[config.mk]
export PLATFORM = sky130hd
export DESIGN_NAME = button_debounce_click_hold
export DESIGN_NICKNAME = d
export VERILOG_FILES = /design/src/btndb_pkg.sv /design/src/btndb_lane.sv /design/src/button_debounce_click_hold.sv
export SDC_FILE = /design/constraint.sdc
export NUM_CORES = 1
export LEC_CHECK = 0
export ABC_AREA = 1
export BUFFER_PORTS_ARGS = -buffer_cell sky130_fd_sc_hd__buf_2
export CAP_MARGIN = 20
export CORE_MARGIN = 5
export CORE_UTILIZATION = 29
export DETAILED_ROUTE_END_ITERATION = 10
export MAX_ROUTING_LAYER = met4
export PLACE_DENSITY = 0.54
export SLEW_MARGIN = 20
export SYNTH_ARGS = -nofsm -noshare
export SYNTH_HDL_FRONTEND = slang
export SYNTH_SLANG_ARGS = --single-unit
export TNS_END_PERCENT = 100
[constraint.sdc]
create_clock -name clk -period 6.8 [get_ports clk]
set_input_delay 1.36 -clock clk [delete_from_list [all_inputs] [get_ports clk]]
set_output_delay 1.36 -clock clk [all_outputs]
set_load 0.03 [all_outputs]
[src/btndb_pkg.sv]
// Shared types, codes and reset values for the button debounce block.
`default_nettype none
package btndb_pkg;

  localparam int unsigned BUTTON_COUNT_DEF = 4;
  localparam int unsigned COUNT_W          = 16;
  localparam int unsigned LEVELS_W         = 4;
  localparam int unsigned IDX_W            = 2;
  localparam int unsigned CMD_W            = 2;
  localparam int unsigned CFG_IDX_W        = 2;
  localparam int unsigned CFG_DATA_W       = 16;

  localparam logic [COUNT_W-1:0] DEBOUNCE_RESET = 16'd5;
  localparam logic [COUNT_W-1:0] HOLD_RESET     = 16'd100;
  localparam logic               PRESSED_RESET  = 1'b0;
  localparam logic               UNPRESSED_INIT = 1'b1;

  typedef enum logic [CMD_W-1:0] {
    CMD_TICK  = 2'd0,
    CMD_CLICK = 2'd1,
    CMD_HOLD  = 2'd2
  } cmd_t;

  typedef enum logic [CFG_IDX_W-1:0] {
    REG_DEBOUNCE = 2'd0,
    REG_HOLD     = 2'd1,
    REG_PRESSED  = 2'd2
  } reg_idx_t;

  typedef struct packed {
    logic [COUNT_W-1:0] debounce_ticks;
    logic [COUNT_W-1:0] hold_ticks;
    logic               pressed_level;
  } cfg_t;

  typedef struct packed {
    logic tick;
    logic clr_click;
    logic clr_hold;
  } lane_ctl_t;

endpackage
`default_nettype wire

[src/btndb_lane.sv]
// Per-button debounce counter, stable level, hold counter and sticky flags.
`default_nettype none
module btndb_lane (
  input  wire logic                 clk,
  input  wire logic                 rst_n,
  input  wire btndb_pkg::cfg_t      cfg,
  input  wire btndb_pkg::lane_ctl_t ctl,
  input  wire logic                 level,
  output logic                      pressed_nxt,
  output logic                      click_o,
  output logic                      hold_o
);
  import btndb_pkg::*;

  logic               last_r, last_nxt;
  logic               stable_r, stable_nxt;
  logic [COUNT_W-1:0] dcnt_r, dcnt_nxt;
  logic [COUNT_W-1:0] hcnt_r, hcnt_nxt;
  logic               click_r, click_nxt;
  logic               hold_r, hold_nxt;

  logic               take;
  logic [COUNT_W-1:0] hcnt_base;
  logic [COUNT_W-1:0] dcnt_tick;
  logic               stable_tick;

  always_comb begin
    if (level != last_r) begin
      dcnt_tick = cfg.debounce_ticks;
    end else if (dcnt_r != '0) begin
      dcnt_tick = dcnt_r - 1'b1;
    end else begin
      dcnt_tick = dcnt_r;
    end
    take        = (dcnt_tick == '0) && (level != stable_r);
    stable_tick = take ? level : stable_r;
    hcnt_base   = take ? '0 : hcnt_r;

    last_nxt   = last_r;
    stable_nxt = stable_r;
    dcnt_nxt   = dcnt_r;
    hcnt_nxt   = hcnt_r;
    click_nxt  = click_r;
    hold_nxt   = hold_r;

    if (ctl.tick) begin
      last_nxt   = level;
      stable_nxt = stable_tick;
      dcnt_nxt   = dcnt_tick;
      if (dcnt_tick == '0) begin
        hcnt_nxt = hcnt_base;
        if ((stable_tick == cfg.pressed_level) && (hcnt_base != '1)) begin
          hcnt_nxt = hcnt_base + 1'b1;
        end
      end
      if (take && (level != cfg.pressed_level)) begin
        if (hcnt_r >= cfg.hold_ticks) begin
          hold_nxt = 1'b1;
        end else begin
          click_nxt = 1'b1;
        end
      end
    end
    if (ctl.clr_click) begin
      click_nxt = 1'b0;
    end
    if (ctl.clr_hold) begin
      hold_nxt = 1'b0;
    end
  end

  always_ff @(posedge clk) begin
    if (!rst_n) begin
      last_r   <= UNPRESSED_INIT;
      stable_r <= UNPRESSED_INIT;
      dcnt_r   <= '0;
      hcnt_r   <= '0;
      click_r  <= 1'b0;
      hold_r   <= 1'b0;
    end else begin
      last_r   <= last_nxt;
      stable_r <= stable_nxt;
      dcnt_r   <= dcnt_nxt;
      hcnt_r   <= hcnt_nxt;
      click_r  <= click_nxt;
      hold_r   <= hold_nxt;
    end
  end

  assign pressed_nxt = (stable_nxt == cfg.pressed_level);
  assign click_o     = click_r;
  assign hold_o      = hold_r;

endmodule
`default_nettype wire

[src/button_debounce_click_hold.sv]
// Top level of the button bank debouncer with click and hold detection.
// Path: an accepted request is held in the input register, then its result in the result register.
// Throughput: one request per cycle; the input stalls only while the result register
// is full and its result is stalled.
// Reset: synchronous active-low reset clears counters, flags and valid bits, sets the
// stored levels to unpressed and loads the configuration reset values.
`default_nettype none
module button_debounce_click_hold #(
  parameter int unsigned BUTTON_COUNT = btndb_pkg::BUTTON_COUNT_DEF
) (
  input  wire logic                             clk,
  input  wire logic                             rst_n,
  input  wire logic                             cfg_we,
  input  wire logic [btndb_pkg::CFG_IDX_W-1:0]  cfg_index,
  input  wire logic [btndb_pkg::CFG_DATA_W-1:0] cfg_wdata,
  input  wire logic                             in_valid,
  output logic                                  in_stall,
  input  wire logic [btndb_pkg::CMD_W-1:0]      in_command,
  input  wire logic [btndb_pkg::LEVELS_W-1:0]   in_button_levels,
  input  wire logic [btndb_pkg::IDX_W-1:0]      in_button_index,
  output logic                                  out_valid,
  input  wire logic                             out_stall,
  output logic                                  out_flag_was_set,
  output logic [btndb_pkg::LEVELS_W-1:0]        out_stable_pressed
);
  import btndb_pkg::*;

  localparam int unsigned QUERY_SPAN = 1 << IDX_W;

  cfg_t cfg_r;

  logic                s1_v_r;
  logic [CMD_W-1:0]    s1_cmd_r;
  logic [LEVELS_W-1:0] s1_levels_r;
  logic [IDX_W-1:0]    s1_idx_r;

  logic                out_v_r;
  logic                out_flag_r, out_flag_nxt;
  logic [LEVELS_W-1:0] out_pr_r, out_pr_nxt;

  logic adv, fire, in_acc;
  logic is_tick, is_click, is_hold;

  logic [BUTTON_COUNT-1:0] pressed_vec, click_vec, hold_vec;
  logic [QUERY_SPAN-1:0]   click_q, hold_q;

  assign adv      = !out_v_r || !out_stall;
  assign fire     = s1_v_r && adv;
  assign in_stall = s1_v_r && !adv;
  assign in_acc   = in_valid && !in_stall;

  always_comb begin
    is_tick  = 1'b0;
    is_click = 1'b0;
    is_hold  = 1'b0;
    case (cmd_t'(s1_cmd_r))
      CMD_TICK:  is_tick  = fire;
      CMD_CLICK: is_click = fire;
      CMD_HOLD:  is_hold  = fire;
      default: begin
        is_tick = 1'b0;
      end
    endcase
  end

  always_ff @(posedge clk) begin
    if (!rst_n) begin
      cfg_r.debounce_ticks <= DEBOUNCE_RESET;
      cfg_r.hold_ticks     <= HOLD_RESET;
      cfg_r.pressed_level  <= PRESSED_RESET;
    end else if (cfg_we) begin
      case (reg_idx_t'(cfg_index))
        REG_DEBOUNCE: cfg_r.debounce_ticks <= cfg_wdata[COUNT_W-1:0];
        REG_HOLD:     cfg_r.hold_ticks     <= cfg_wdata[COUNT_W-1:0];
        REG_PRESSED:  cfg_r.pressed_level  <= cfg_wdata[0];
        default: begin
          cfg_r <= cfg_r;
        end
      endcase
    end
  end

  for (genvar i = 0; i < BUTTON_COUNT; i++) begin : g_lane
    lane_ctl_t ctl;
    logic      lvl;
    assign ctl.tick = is_tick;
    if (i < QUERY_SPAN) begin : g_q
      assign ctl.clr_click = is_click && (s1_idx_r == IDX_W'(i));
      assign ctl.clr_hold  = is_hold && (s1_idx_r == IDX_W'(i));
    end else begin : g_nq
      assign ctl.clr_click = 1'b0;
      assign ctl.clr_hold  = 1'b0;
    end
    if (i < LEVELS_W) begin : g_lv
      assign lvl = s1_levels_r[i];
    end else begin : g_nlv
      assign lvl = 1'b0;
    end
    btndb_lane u_lane (
      .clk         (clk),
      .rst_n       (rst_n),
      .cfg         (cfg_r),
      .ctl         (ctl),
      .level       (lvl),
      .pressed_nxt (pressed_vec[i]),
      .click_o     (click_vec[i]),
      .hold_o      (hold_vec[i])
    );
  end

  for (genvar i = 0; i < QUERY_SPAN; i++) begin : g_qry
    if (i < BUTTON_COUNT) begin : g_on
      assign click_q[i] = click_vec[i];
      assign hold_q[i]  = hold_vec[i];
    end else begin : g_off
      assign click_q[i] = 1'b0;
      assign hold_q[i]  = 1'b0;
    end
  end

  for (genvar i = 0; i < LEVELS_W; i++) begin : g_pr
    if (i < BUTTON_COUNT) begin : g_on
      assign out_pr_nxt[i] = pressed_vec[i];
    end else begin : g_off
      assign out_pr_nxt[i] = 1'b0;
    end
  end

  always_comb begin
    out_flag_nxt = 1'b0;
    if (is_click) begin
      out_flag_nxt = click_q[s1_idx_r];
    end else if (is_hold) begin
      out_flag_nxt = hold_q[s1_idx_r];
    end
  end

  always_ff @(posedge clk) begin
    if (!rst_n) begin
      s1_v_r  <= 1'b0;
      out_v_r <= 1'b0;
    end else begin
      if (in_acc) begin
        s1_v_r <= 1'b1;
      end else if (fire) begin
        s1_v_r <= 1'b0;
      end
      if (fire) begin
        out_v_r <= 1'b1;
      end else if (!out_stall) begin
        out_v_r <= 1'b0;
      end
    end
  end

  always_ff @(posedge clk) begin
    if (in_acc) begin
      s1_cmd_r    <= in_command;
      s1_levels_r <= in_button_levels;
      s1_idx_r    <= in_button_index;
    end
    if (fire) begin
      out_flag_r <= out_flag_nxt;
      out_pr_r   <= out_pr_nxt;
    end
  end

  assign out_valid          = out_v_r;
  assign out_flag_was_set   = out_flag_r;
  assign out_stable_pressed = out_pr_r;

  a_stall_needs_item: assert property (@(posedge clk) disable iff (!rst_n)
    in_stall |-> s1_v_r)
    else $error("input stalled with empty input register");

  a_fire_gives_result: assert property (@(posedge clk) disable iff (!rst_n)
    fire |=> out_valid)
    else $error("processed request produced no result");

  a_held_item_kept: assert property (@(posedge clk) disable iff (!rst_n)
    (s1_v_r && !adv) |=> (s1_v_r && $stable(s1_cmd_r) && $stable(s1_idx_r)))
    else $error("stalled request lost from input register");

  a_tick_no_flag: assert property (@(posedge clk) disable iff (!rst_n)
    is_tick |=> !out_flag_was_set)
    else $error("tick request reported a flag");

endmodule
`default_nettype wire

# Word level (Yosys, flattened, before mapping)
# Cells that the tools add are included.
[op_classes]
add_sub_neg = 8
order_cmp = 5
n_eq_ne = 32
mux = 37
n_bitwise = 5
reduce_logical = 63
[ops]
columns = ["op", "n"]
rows = [
  ["$mux W16", 16],
  ["$add A16 B1 Y16 const B", 4],
  ["$ge A16 B16 Y1", 4],
  ["$logic_not A16 Y1", 4],
  ["$ne A16 B16 Y1 const B", 4],
  ["$reduce_bool A16 Y1", 4],
  ["$sub A16 B1 Y16 const B", 4],
  ["$reduce_and A3 Y1", 8],
  ["$logic_and A1 B1 Y1", 23],
  ["$mux W1", 19],
  ["$reduce_or A2 Y1", 8],
  ["$reduce_and A2 Y1", 7],
  ["$ne A1 B1 Y1", 12],
  ["$eq A1 B1 Y1", 8],
  ["$eq A2 B2 Y1 const B", 4],
  ["$eq A2 B1 Y1 const B", 3],
  ["$logic_not A2 Y1", 3],
  ["$not A1 Y1", 5],
  ["$bmux W1 S2", 2],
  ["$logic_not A1 Y1", 4],
  ["$lt A2 B3 Y1 const B", 1],
  ["$ne A2 B1 Y1 const B", 1],
  ["$reduce_bool A2 Y1", 1],
  ["$logic_or A1 B1 Y1", 1],
]
[word_totals]
reg_bits = 192
inputBits = 31
out_inout_bits = 7
elab_cells = 184

# Longest topological paths before layout
# Gate-level depths: netlist of the first run.
[logic_depth]
depth_word = 9
ltp_mapped = 29
mapped_depth_nobuf = 28

# Cells and area by module
# Synthesis of the first run repeated with hierarchy kept, for this count alone.
[hier_totals]
hier_cells = 2518
area_unflattened_um2 = 15366.0
[modules_own_cells]
columns = ["module", "instances", "cells_each", "area_per_inst_um2", "seq_area_each_um2"]
rows = [
  ["btndb_lane at g_lane[0].u_lane ...", 2, 577, 3378.2, 720.7],
  ["btndb_lane at g_lane[1].u_lane ...", 2, 575, 3378.2, 720.7],
  ["button_debounce_click_hold", 1, 214, 1853.0, 1091.0],
]

# Least setup slack after synthesis of the first run
# OpenSTA, ideal clock, no wires.
[synth_path]
path_kind = "in2reg"
startpoint = "in out_stall"
endpoint = "reg g_lane[1].u_lane.hcnt_r[2]"
setup_time_ns = 0.128
arrival_time_ns = 3.303
required_ns = 6.672
setup_slack_ns = 3.369
path_stages = 11
path_buffers = 1
cell_sequence = "nand2_1 -> inv_1 -> nor2_1 -> inv_1 -> nor3_2 -> clkinv_1 -> clkbuf_1 -> nor2_1 -> nand4_1 -> xnor2_1 -> nor2_1"
[synth_via]
elab_chain_len = 5
[synth_rtl]
columns = ["element", "line", "text"]
rows = [
  ["start: declaration", "button_debounce_click_hold.sv:22", "input wire logic out_stall,"],
  ["$logic_not A1 Y1", "--", ""],
  ["$logic_or A1 B1 Y1", "button_debounce_click_hold.sv:47", "assign adv = !out_v_r || !out_stall;"],
  ["$logic_and A1 B1 Y1", "button_debounce_click_hold.sv:48", "assign fire = s1_v_r && adv;"],
  ["named net fire", "button_debounce_click_hold.sv:41", "logic adv, fire, in_acc;"],
  ["$mux W1", "button_debounce_click_hold.sv:56", "case (cmd_t'(s1_cmd_r))"],
  ["$reduce_and A2 Y1 (no source line)", "--", ""],
  ["end signal: assignment", "btndb_lane.sv:84", "hcnt_r <= hcnt_nxt;"],
  ["end: declaration", "btndb_lane.sv:18", "logic [COUNT_W-1:0] hcnt_r, hcnt_nxt;"],
]
# The timed path passes the listed nets, and every way through them passes these cells.
# A chain may end at the register's enable or synchronous reset.

# Worst setup path after layout of the first run
[layout_path]
startpoint = "in out_stall"
endpoint = "reg g_lane[1].u_lane.hcnt_r[0]"
# The elaborated chain is that of the path after synthesis.

==> results of run 1 <==
==> layout by cell type (no fill, tap or decap), types with 3 or more instances in the layout <==
master and instances:
buf_2 37, xor2_1 36, edfxtp_1 13, inv_8 4, a21o_1 3, buf_4 5
nand2_2 15, nor2_4 14, inv_2 8, o211ai_1 16, or2_1 5, nor3_2 3
and3_1 3, o21ai_0 119, nand4_1 46, ha_1 76, o21a_1 5, nand2_4 6
a21oi_1 113, nor3_1 25, o21ai_1 5, clkinv_1 4, nor4_1 4, a21boi_0 4
inv_6 5, clkbuf_16 17, nand3b_1 11, nand3_1 207, nand3_2 18, nand3_4 6
nor2_2 27, inv_1 331, nand2_1 610, nor2_1 353, dfxtp_1 179
==> state kept, by name (all words and copies together) (netlist names) <==
name	count
s1_idx_r	2
cfg_r	33
g_lane.u_lane.dcnt_r	64
g_lane.u_lane.hold_o	4
s1_cmd_r	2
s1_v_r	1
s1_levels_r	4
g_lane.u_lane.click_o	4
out_valid	1
out_stable_pressed	4
g_lane.u_lane.last_r	4
g_lane.u_lane.hcnt_r	64
g_lane.u_lane.stable_r	4
out_flag_was_set	1
==> area by class of cell <==
cell class | count | share of cell area, %
Multi-Input combinational cell | 1749 | 56.11
Sequential cell | 192 | 25.15
Inverter | 346 | 8.251
Tap cell | 672 | 5.321
Clock buffer | 17 | 2.692
Timing Repair Buffer | 42 | 1.410
Clock inverter | 15 | 1.061
==> cell families after synthesis <==
| family | count (synthesis) | synth area share (%) |
|---|---|---|
| adder cells (fa/ha/maj) | 76 | 6.561 |
| XOR/XNOR | 38 | 2.296 |
| flip-flops | 192 | 27.42 |
| buffers and inverters | 412 | 11.45 |
| AO/OA/AOI/OAI | 275 | 10.15 |
| AND/OR/NAND/NOR | 1360 | 42.12 |
==> worst max-delay path, stage by stage <==
cell,delay (ns)
buf_2,0.09
nand2_1,0.09
inv_1,0.04
nor2_1,0.40
inv_1,0.16
nor3_4,0.13
buf_4,0.45
clkinv_2,0.53
nor2_1,0.79
inv_1,0.27
nor2_4,0.33
inv_1,0.09
o21ai_0,0.15
nor2_1,0.05
==> report_power, final <==
group	internal [mW]	total (mW)	switching, mW
clock	0.526	1.06	0.531
sequential	1.17	1.21	0.0395
combinational	0.218	0.720	0.501
==> metal layers <==
layer,wire [um],vias to the layer above
met5,0,-
met4,1455,0
met3,2399,80
met2,20600,394
met1,20820,6683
li1,-,7485
==> stage by stage <==
stage          total power [mW]  cell area, um^2  utilization, %
5_1_grt                   3.146            15800           31.75
4_1_cts                   3.006            15800           31.75
3_3_place_gp              1.941            15210           30.56
3_5_place_dp              1.945            15210           30.56
2_1_floorplan             1.778            14490               -
6_report                  2.982            15800           31.75
==> path summary, 6_finish.rpt <==
kind | from | endpoint | slack (ns)
min reg2reg | g_lane[3].u_lane.hold_o | g_lane[3].u_lane.hold_o | 0.48
min | g_lane[3].u_lane.hold_o | g_lane[3].u_lane.hold_o | 0.48
max reg2reg | s1_levels_r[1] | g_lane[1].u_lane.hcnt_r[0] | 2.48
max | out_stall | g_lane[1].u_lane.hcnt_r[0] | 2.17
==> results_dict.tcl, run 1 <==
set metrics [dict create \
    period_needed_ns 4.629 \
    drive_gt1_share_pct 7.666 \
    status "completed" \
    start_kind "input pin" \
    cp.required_ns 7.15 \
    core_mm2 0.04976 \
    grt_pass1_vias 13630 \
    grtUsageMet2_pct 27.10 \
    grt_use_met3_pct 2.309 \
    cts.clk_slew.worst_paths_ns 0.08 \
    antenna_left 0 \
    synth-seq-cells 192 \
    multi_input_area_mm2 0.008866 \
    synth_commonest_cells "nand2_1 (610), nor2_1 (353), inv_1 (331), nand3_1 (207), dfxtp_1 (179)" \
    postCtsSetupBuffers 0 \
    p_leak_nw 8.090 \
    cts_tree "done" \
    drtIter0Drc 1006 \
    synth_area_mm2 0.01449 \
    cts_resized 0 \
    synth_edf_count 13 \
    hold_path.class "reg -> reg" \
    stdcell_count 3033 \
    numCtsBuffers 17 \
    nFillCells 5531 \
    synth_top_area_share_pct 24.73 \
    yosysMostFrequentCell "nand2_1" \
    place_ws_ns 1.699 \
    start_util_pct 29.12 \
    vias_per_cell 4.828 \
    slew_violations 0 \
    worst-r2r-cell-count 21 \
    die-area_mm2 0.05455 \
    finalSetupViolCount 0 \
    min_delay_path_depth 2 \
    grt_max_degree 86 \
    grtUsageTotal_pct 16.99 \
    yosys.area.top_type "dfxtp_1" \
    die_h_um 233.6 \
    place_inst 3001 \
    antenna_cells 0 \
    maxCapViolations 0 \
    die-width_um 233.6 \
    htreeDepth 4 \
    core.rowCount 82 \
    drc_errors 0 \
    yosysWarnings 0 \
    fin_crit_sh_pct 68.07 \
    finalSetupTns_ns 0 \
    ys_types 49 \
    cts_sinks 192 \
    critPathCaptureType "flip-flop" \
    powerDensity_mw_per_mm2 188.8 \
    dpl.hpwl_um 33920 \
    grt_pass1_wl_um 72430 \
    globalplace.congestion 0.8821 \
    async_reset_ff_share_pct 0 \
    fin_skew_ns 0.01213 \
    cp_max_fo 44 \
    cts_root_buf "clkbuf_16" \
    num_vias 14640 \
    antenna_found_initial 0 \
    ioPinCount 38 \
    avgRoutedWirePerCell_um 14.93 \
    hold_viol 0 \
    syn_to_final_growth_pct 9.022 \
    clk_path_buf_depth 2 \
    critPathArrivalTime_ns 4.98 \
    overflow 0 \
    gr-usage-met1_pct 22.01 \
    rsz0062_at_grt "no" \
    nets 2455 \
    max-vdd-ir-drop_v 0.0001914 \
    ys_top_cells_by_area "dfxtp_1 (25%), nand2_1 (16%), nor2_1 (9.1%)" \
    grt.busiest_layer "met2" \
    clk-insertion-delay-late_ns 0.46 \
    wl_um 45270 \
    slew_headroom_pct 24.04 \
    path_class "in -> reg" \
    worst_pin_slew_ns 1.125 \
    port_buffers 37 \
    syn-num-nets 2460 \
    max_clock_freq_ghz 0.2160 \
    first_pass_iters 7 \
    seq_area_frac_synth_pct 27.42 \
    synth_ff_type "dfxtp_1" \
    cts_hold_buffers 0 \
    whs_ns 0.4781 \
    worst_slack_ns 2.171 \
    register_area_mm2 0.003974 \
    avgSynthCellArea_um2 6.159 \
    syn_inst 2353 \
]
(Power assumes the default switching activity.)
==> run 2: changes to the inputs <==
--- a/config.mk
+++ b/config.mk
@@ -12,7 +12,7 @@
 export CORE_UTILIZATION = 29
 export DETAILED_ROUTE_END_ITERATION = 10
 export MAX_ROUTING_LAYER = met4
-export PLACE_DENSITY = 0.54
+export PLACE_DENSITY = 0.56
 export SLEW_MARGIN = 20
 export SYNTH_ARGS = -nofsm -noshare
 export SYNTH_HDL_FRONTEND = slang
==> constraint.sdc (replaced) <==
create_clock -name clk -period 3.8 [get_ports clk]
set_input_delay 0.76 -clock clk [delete_from_list [all_inputs] [get_ports clk]]
set_output_delay 0.76 -clock clk [all_outputs]
set_load 0.03 [all_outputs]
==> run 2 against run 1 <==
Compared with the run above:
- critical endpoint unchanged
- die area unchanged
- combinational power rose by 88%
- worst setup slack worse by 1.9 ns
- routed wire length up 1.5%
- non-clock buffer count increased by 22
- global-route usage is 0.29 points higher
- sequential cell count is the same
- cell area is 1.6% higher
- clock-buffer cell count unchanged
- core utilization is 0.51 points higher
==> results_dict.tcl, run 2 (synthesis gave the netlist of run 1 again) <==
set metrics [dict create \
    cp_max_fo 12 \
    place_inst 3020 \
    slew_headroom_pct 43.13 \
    ioPinCount 38 \
    p_leak_nw 8.198 \
    clk_path_buf_depth 2 \
    p_comb_share_pct 25.3 \
    status "completed" \
    clk-insertion-delay-late_ns 0.46 \
    nFillCells 5448 \
    crit_path_top_delay_cell "dfxtp_1" \
    max-vdd-ir-drop_v 0.0003502 \
    antenna_left 0 \
    vias_per_cell 4.817 \
    nets 2478 \
    place_ws_ns 0.1809 \
    internal_power_mw 3.423 \
    overflow 0 \
    grt_max_degree 91 \
    hold_path.class "reg -> reg" \
    stdcell_count 3056 \
    die-width_um 233.6 \
    die_h_um 233.6 \
    timing.rr.start "g_lane[1].u_lane.dcnt_r[2]" \
    period_needed_ns 3.516 \
    hold_viol 0 \
    cp.required_ns 4.15 \
    crit_chain "nor2_2, nand2_1, nor2_2, nand2_1, nand2_1, nand2_1, nand3_1, nand2_1, nor2_1, nand2_1, nor2_4, nand3_4, nand2_1, inv_1, ha_1, and3_1, nand3_2, nor2_4, nand3_4, nand2_4, nor2_4, inv_1, o21ai_0, nor2_1" \
    die-area_mm2 0.05455 \
    grt_pass1_wl_um 73560 \
    htreeDepth 4 \
    fin_skew_ns 0.01260 \
    maxCapViolations 0 \
    antenna_cells 0 \
    critPathCaptureType "flip-flop" \
    switching_power_mw 1.909 \
    port_buffers 37 \
    hp-start "g_lane[2].u_lane.hold_o" \
    avgRoutedWirePerCell_um 15.03 \
    worst_pin_slew_ns 0.8465 \
    cts_tree "done" \
    syn_to_final_growth_pct 10.77 \
    multi_input_area_mm2 0.008936 \
    crit_family "simple AND/OR/NAND/NOR gates" \
    final_cell_mix "nand2_1 (608), nor2_1 (350), inv_1 (327), nand3_1 (207), dfxtp_1 (179)" \
    antenna_found_initial 0 \
    dpl.hpwl_um 35020 \
    whs_ns 0.4764 \
    first_pass_iters 5 \
    startpoint "g_lane[1].u_lane.dcnt_r[2]" \
    wl_um 45930 \
    cpMostUsedCell "nand2_1" \
    pwr-share-clk_pct 34.4 \
    drc_errors 0 \
    cts.clk_slew.worst_paths_ns 0.08 \
    core_mm2 0.04976 \
    grtUsageTotal_pct 17.28 \
    finalSetupViolCount 0 \
    register_area_mm2 0.003974 \
    slowest_delay_ns 0.38 \
    power_frac_seq_pct 40.3 \
    cts_root_buf "clkbuf_16" \
    start_util_pct 29.12 \
    powerDensity_mw_per_mm2 332.1 \
    worst_slack_ns 0.2843 \
    switching_share_pct 35.80 \
    numCtsBuffers 17 \
    path_class "reg -> reg" \
    grt_pass1_vias 14020 \
    globalplace.congestion 0.9363 \
    mostFrequentLayoutCell "nand2_1" \
    fin_crit_sh_pct 92.52 \
    drive_gt1_share_pct 9.144 \
    cts_sinks 192 \
    start_kind "flip-flop" \
    drtIter0Drc 1044 \
    core.rowCount 82 \
    max_clock_freq_ghz 0.2844 \
    reg_top3 "g_lane.u_lane.dcnt_r x64, g_lane.u_lane.hcnt_r x64, cfg_r x33" \
    num_vias 14720 \
    slew_violations 0 \
    critPathArrivalTime_ns 3.87 \
    finalSetupTns_ns 0 \
    crit_buf_inv 2 \
]
-- run 2: cell types whose count changed in the layout (fill, tap and decap cells not counted), sizes merged --
cell / delta
inv: -3
buf: +22
nor2: +1
clkinv: +1
clkinvlp: +2
-- run 2: layer usage --
layer | share of wire, % | global-route usage [%] | vias to the layer above | routed length, um
met5 | 0 | - | - | 0
met4 | 3.9 | 7.433 | 0 | 1814
met3 | 5.0 | 2.066 | 105 | 2281
met2 | 46 | 27.69 | 378 | 21160
met1 | 45 | 22.04 | 6694 | 20670
li1 | - | - | 7544 | -
-- run 2: power by group through the flow --
| stage | sequential [mW] | combinational (mW) | clock (mW) |
|---|---|---|---|
| 2_1_floorplan | 2.18 | 1.01 | 0 |
| 3_3_place_gp | 2.20 | 1.30 | 0 |
| 3_5_place_dp | 2.20 | 1.32 | 0 |
| 4_1_cts | 2.15 | 1.32 | 1.88 |
| 5_1_grt | 2.16 | 1.51 | 1.96 |
| 6_report | 2.15 | 1.35 | 1.84 |
-- run 2: worst register-to-register path, cell delays in order, from the launching register on --
cell     delay (ns)
dfxtp_1        0.38
nor2_2         0.20
nand2_1        0.16
nor2_2         0.20
nand2_1        0.08
nand2_1        0.05
nand2_1        0.11
nand3_1        0.10
nand2_1        0.14
nor2_1         0.15
nand2_1        0.09
nor2_4         0.15
nand3_4        0.12
nand2_1        0.10
inv_1          0.04
ha_1           0.21
and3_1         0.21
nand3_2        0.13
nor2_4         0.06
nand3_4        0.10
nand2_4        0.10
nor2_4         0.25
inv_1          0.09
o21ai_0        0.16
nor2_1         0.05
-- run 2: final cells by class --
class	count	area share (%)
inverter	346	8.113
clock buffer	17	2.650
multi-input combinational	1750	55.66
timing repair buffer	64	2.650
tap	672	5.237
sequential	192	24.75
clock inverter	15	0.9352
-- run 2: worst paths after layout --
| kind | cells after the start | to | slack [ns] |
|---|---|---|---|
| worst max-delay path | 24 | g_lane[1].u_lane.hcnt_r[0] | 0.28 |
| worst min-delay path | 2 | g_lane[2].u_lane.hold_o | 0.48 |
| worst max register to register | 24 | g_lane[1].u_lane.hcnt_r[0] | 0.28 |
| worst min register to register | 2 | g_lane[2].u_lane.hold_o | 0.48 |
-- run 2: stage by stage --
stage | power [mW] | util [%] | instance area, um^2
after CTS | 5.347 | 32.09 | 15970
after global placement | 3.500 | 30.93 | 15390
final | 5.332 | 32.26 | 16050
after detailed placement | 3.512 | 30.93 | 15390
after floorplan | 3.182 | - | 14490
after global routing | 5.632 | 32.26 | 16050
-- run 2: what timing repair did --
item	in CTS	in global routing
setup buffers	0	3
gates resized for setup	0	20
hold buffers	0	0
endpoints found under the setup margin	0	45
==> run 3: changes to the inputs <==
--- a/config.mk
+++ b/config.mk
@@ -6,7 +6,7 @@
 export NUM_CORES = 1
 export LEC_CHECK = 0
 export ABC_AREA = 1
-export BUFFER_PORTS_ARGS = -buffer_cell sky130_fd_sc_hd__buf_2
+export BUFFER_PORTS_ARGS = -buffer_cell sky130_fd_sc_hd__buf_4
 export CAP_MARGIN = 20
 export CORE_MARGIN = 5
 export CORE_UTILIZATION = 29
==> run 3 against run 2 <==
Compared with the run above:
- first-iteration DRC count is 5.8% higher
- fmax is 0.29% higher
- clock skew fell by 0.00063 ns
- non-clock buffer count down 1
- worst setup slack better by 0.010 ns
- highest routed layer unchanged
==> results_dict.tcl, run 3 (synthesis gave the netlist of run 1 again) <==
set metrics [dict create \
    grt_pass1_wl_um 72160 \
    port_buffers 37 \
    numCtsBuffers 17 \
    fin_skew_ns 0.01196 \
    cts_tree "done" \
    clk-insertion-delay-late_ns 0.47 \
    slew_headroom_pct 31.56 \
    die-area_mm2 0.05455 \
    drc_errors 0 \
    grt_max_degree 84 \
    die_h_um 233.6 \
    clk_path_buf_depth 2 \
    drive_gt1_share_pct 9.099 \
    globalplace.congestion 0.9690 \
    period_needed_ns 3.505 \
    power_frac_seq_pct 39.4 \
    critPathCaptureType "flip-flop" \
    vias_per_cell 4.828 \
    rsz0062_at_grt "no" \
    antenna_cells 0 \
    critPathArrivalTime_ns 3.87 \
    grt_pass1_vias 13580 \
    placed_area_mm2 0.01544 \
    internal_power_mw 3.561 \
    nets 2479 \
    status "completed" \
    powerDensity_mw_per_mm2 337.9 \
    p_leak_nw 8.248 \
    dpl.hpwl_um 34900 \
    p_comb_share_pct 24.6 \
    cp.required_ns 4.16 \
    finalSetupViolCount 0 \
    reg_top3 "g_lane.u_lane.dcnt_r x64, g_lane.u_lane.hcnt_r x64, cfg_r x33" \
    final_area_mm2 0.01616 \
    fin_crit_sh_pct 92.25 \
    ioPinCount 38 \
    stdcell_count 3057 \
    antenna_found_initial 0 \
    final_util_pct 32.47 \
    avgRoutedWirePerCell_um 14.86 \
    final_cell_mix "nand2_1 (610), nor2_1 (349), inv_1 (328), nand3_1 (207), dfxtp_1 (179)" \
    switching_power_mw 1.899 \
    wl_um 45440 \
    mostFrequentLayoutCell "nand2_1" \
    switching_share_pct 34.78 \
    cp_max_fo 10 \
    hold_viol 0 \
    htreeDepth 4 \
    cts_root_buf "clkbuf_16" \
    finalSetupTns_ns 0 \
    max-vdd-ir-drop_v 0.0003538 \
    pwr-share-clk_pct 36.1 \
    slew_violations 0 \
    overflow 0 \
    place_inst 3020 \
    maxCapViolations 0 \
    antenna_left 0 \
    num_vias 14760 \
    grtUsageTotal_pct 16.96 \
    path_class "reg -> reg" \
    cts.clk_slew.worst_paths_ns 0.08 \
    syn_to_final_growth_pct 11.50 \
    hold_path.class "reg -> reg" \
    cts_sinks 192 \
    total_power_mw 5.460 \
    core.rowCount 82 \
    max_clock_freq_ghz 0.2853 \
    die-width_um 233.6 \
    start_util_pct 29.12 \
    start_kind "flip-flop" \
    worst_pin_slew_ns 1.014 \
    core_mm2 0.04976 \
    drtIter0Drc 1105 \
    first_pass_iters 5 \
]
[run 3: cell count changes in the layout (fill, tap and decap cells not counted), sizes merged]
cell      previous run  this run
buf                 64        63
bufinv               1         3
nor2               396       398
inv                346       347
clkinvlp             4         2
clkinv              10         9
[run 3: final timing paths]
kind / start / cells after the start / slack (ns) / endpoint
worst max-delay path: g_lane[0].u_lane.dcnt_r[0] / 23 / 0.29 / g_lane[0].u_lane.hcnt_r[2]
worst min-delay path: g_lane[3].u_lane.hold_o / 2 / 0.47 / g_lane[3].u_lane.hold_o
worst max register to register: g_lane[0].u_lane.dcnt_r[0] / 23 / 0.29 / g_lane[0].u_lane.hcnt_r[2]
worst min register to register: g_lane[3].u_lane.hold_o / 2 / 0.47 / g_lane[3].u_lane.hold_o
[run 3: metrics by stage]
stage | setup slack, ns | hold WS (ns)
floorplan | 0.6144 | 0.4343
global placement | 0.2978 | 0.4548
detailed placement | 0.2072 | 0.4577
CTS | 0.1558 | 0.4519
global route | 0.01068 | 0.4564
finish | 0.2946 | 0.4663
[run 3: routing by layer]
layer  global-route usage [%]  part of all wire (%)
met2                    27.51                    46
met5                        -                     0
met4                    5.873                   3.3
met1                    21.98                    46
met3                    1.993                   4.4
[run 3: timing repair]
action,CTS,global route
endpoints found under the setup margin,0,45
gates resized for setup,0,17
hold buffers,0,0
buffers inserted,0,2
hold endpoints to repair,0,0
[run 3: area by class of cell]
class / count / area [um^2]
Fill cell: 5433 / 33600
Multi-Input combinational cell: 1752 / 8944
Sequential cell: 192 / 3974
Inverter: 346 / 1301
Tap cell: 672 / 840.8
Timing Repair Buffer: 63 / 473.0
Clock buffer: 17 / 425.4
Clock inverter: 15 / 201.4
[run 3: power groups by stage]
stage | registers [mW] | logic, mW | clock network [mW]
global placement | 2.20 | 1.30 | 0
finish | 2.15 | 1.34 | 1.97
CTS | 2.15 | 1.32 | 2.02
global route | 2.16 | 1.50 | 2.10
floorplan | 2.18 | 1.01 | 0
detailed placement | 2.20 | 1.31 | 0
[run 3: critical path, cell delays in order (launching register included)]
cell and delay [ns]:
dfxtp_1 0.43, inv_2 0.10, ha_2 0.22, nand2_1 0.16, xor2_1 0.23, nand3_1 0.09, o21ai_1 0.21, nor2_1 0.09
nand2_1 0.09, nor2_2 0.06, nand3_4 0.15, inv_2 0.09, nor2_1 0.10, ha_1 0.20, nand2_1 0.06, nand3b_2 0.26
nor2_4 0.18, nand3_2 0.14, nand2_2 0.15, inv_1 0.12, nand2_1 0.08, nand3_1 0.06, nand2_1 0.07, inv_1 0.04
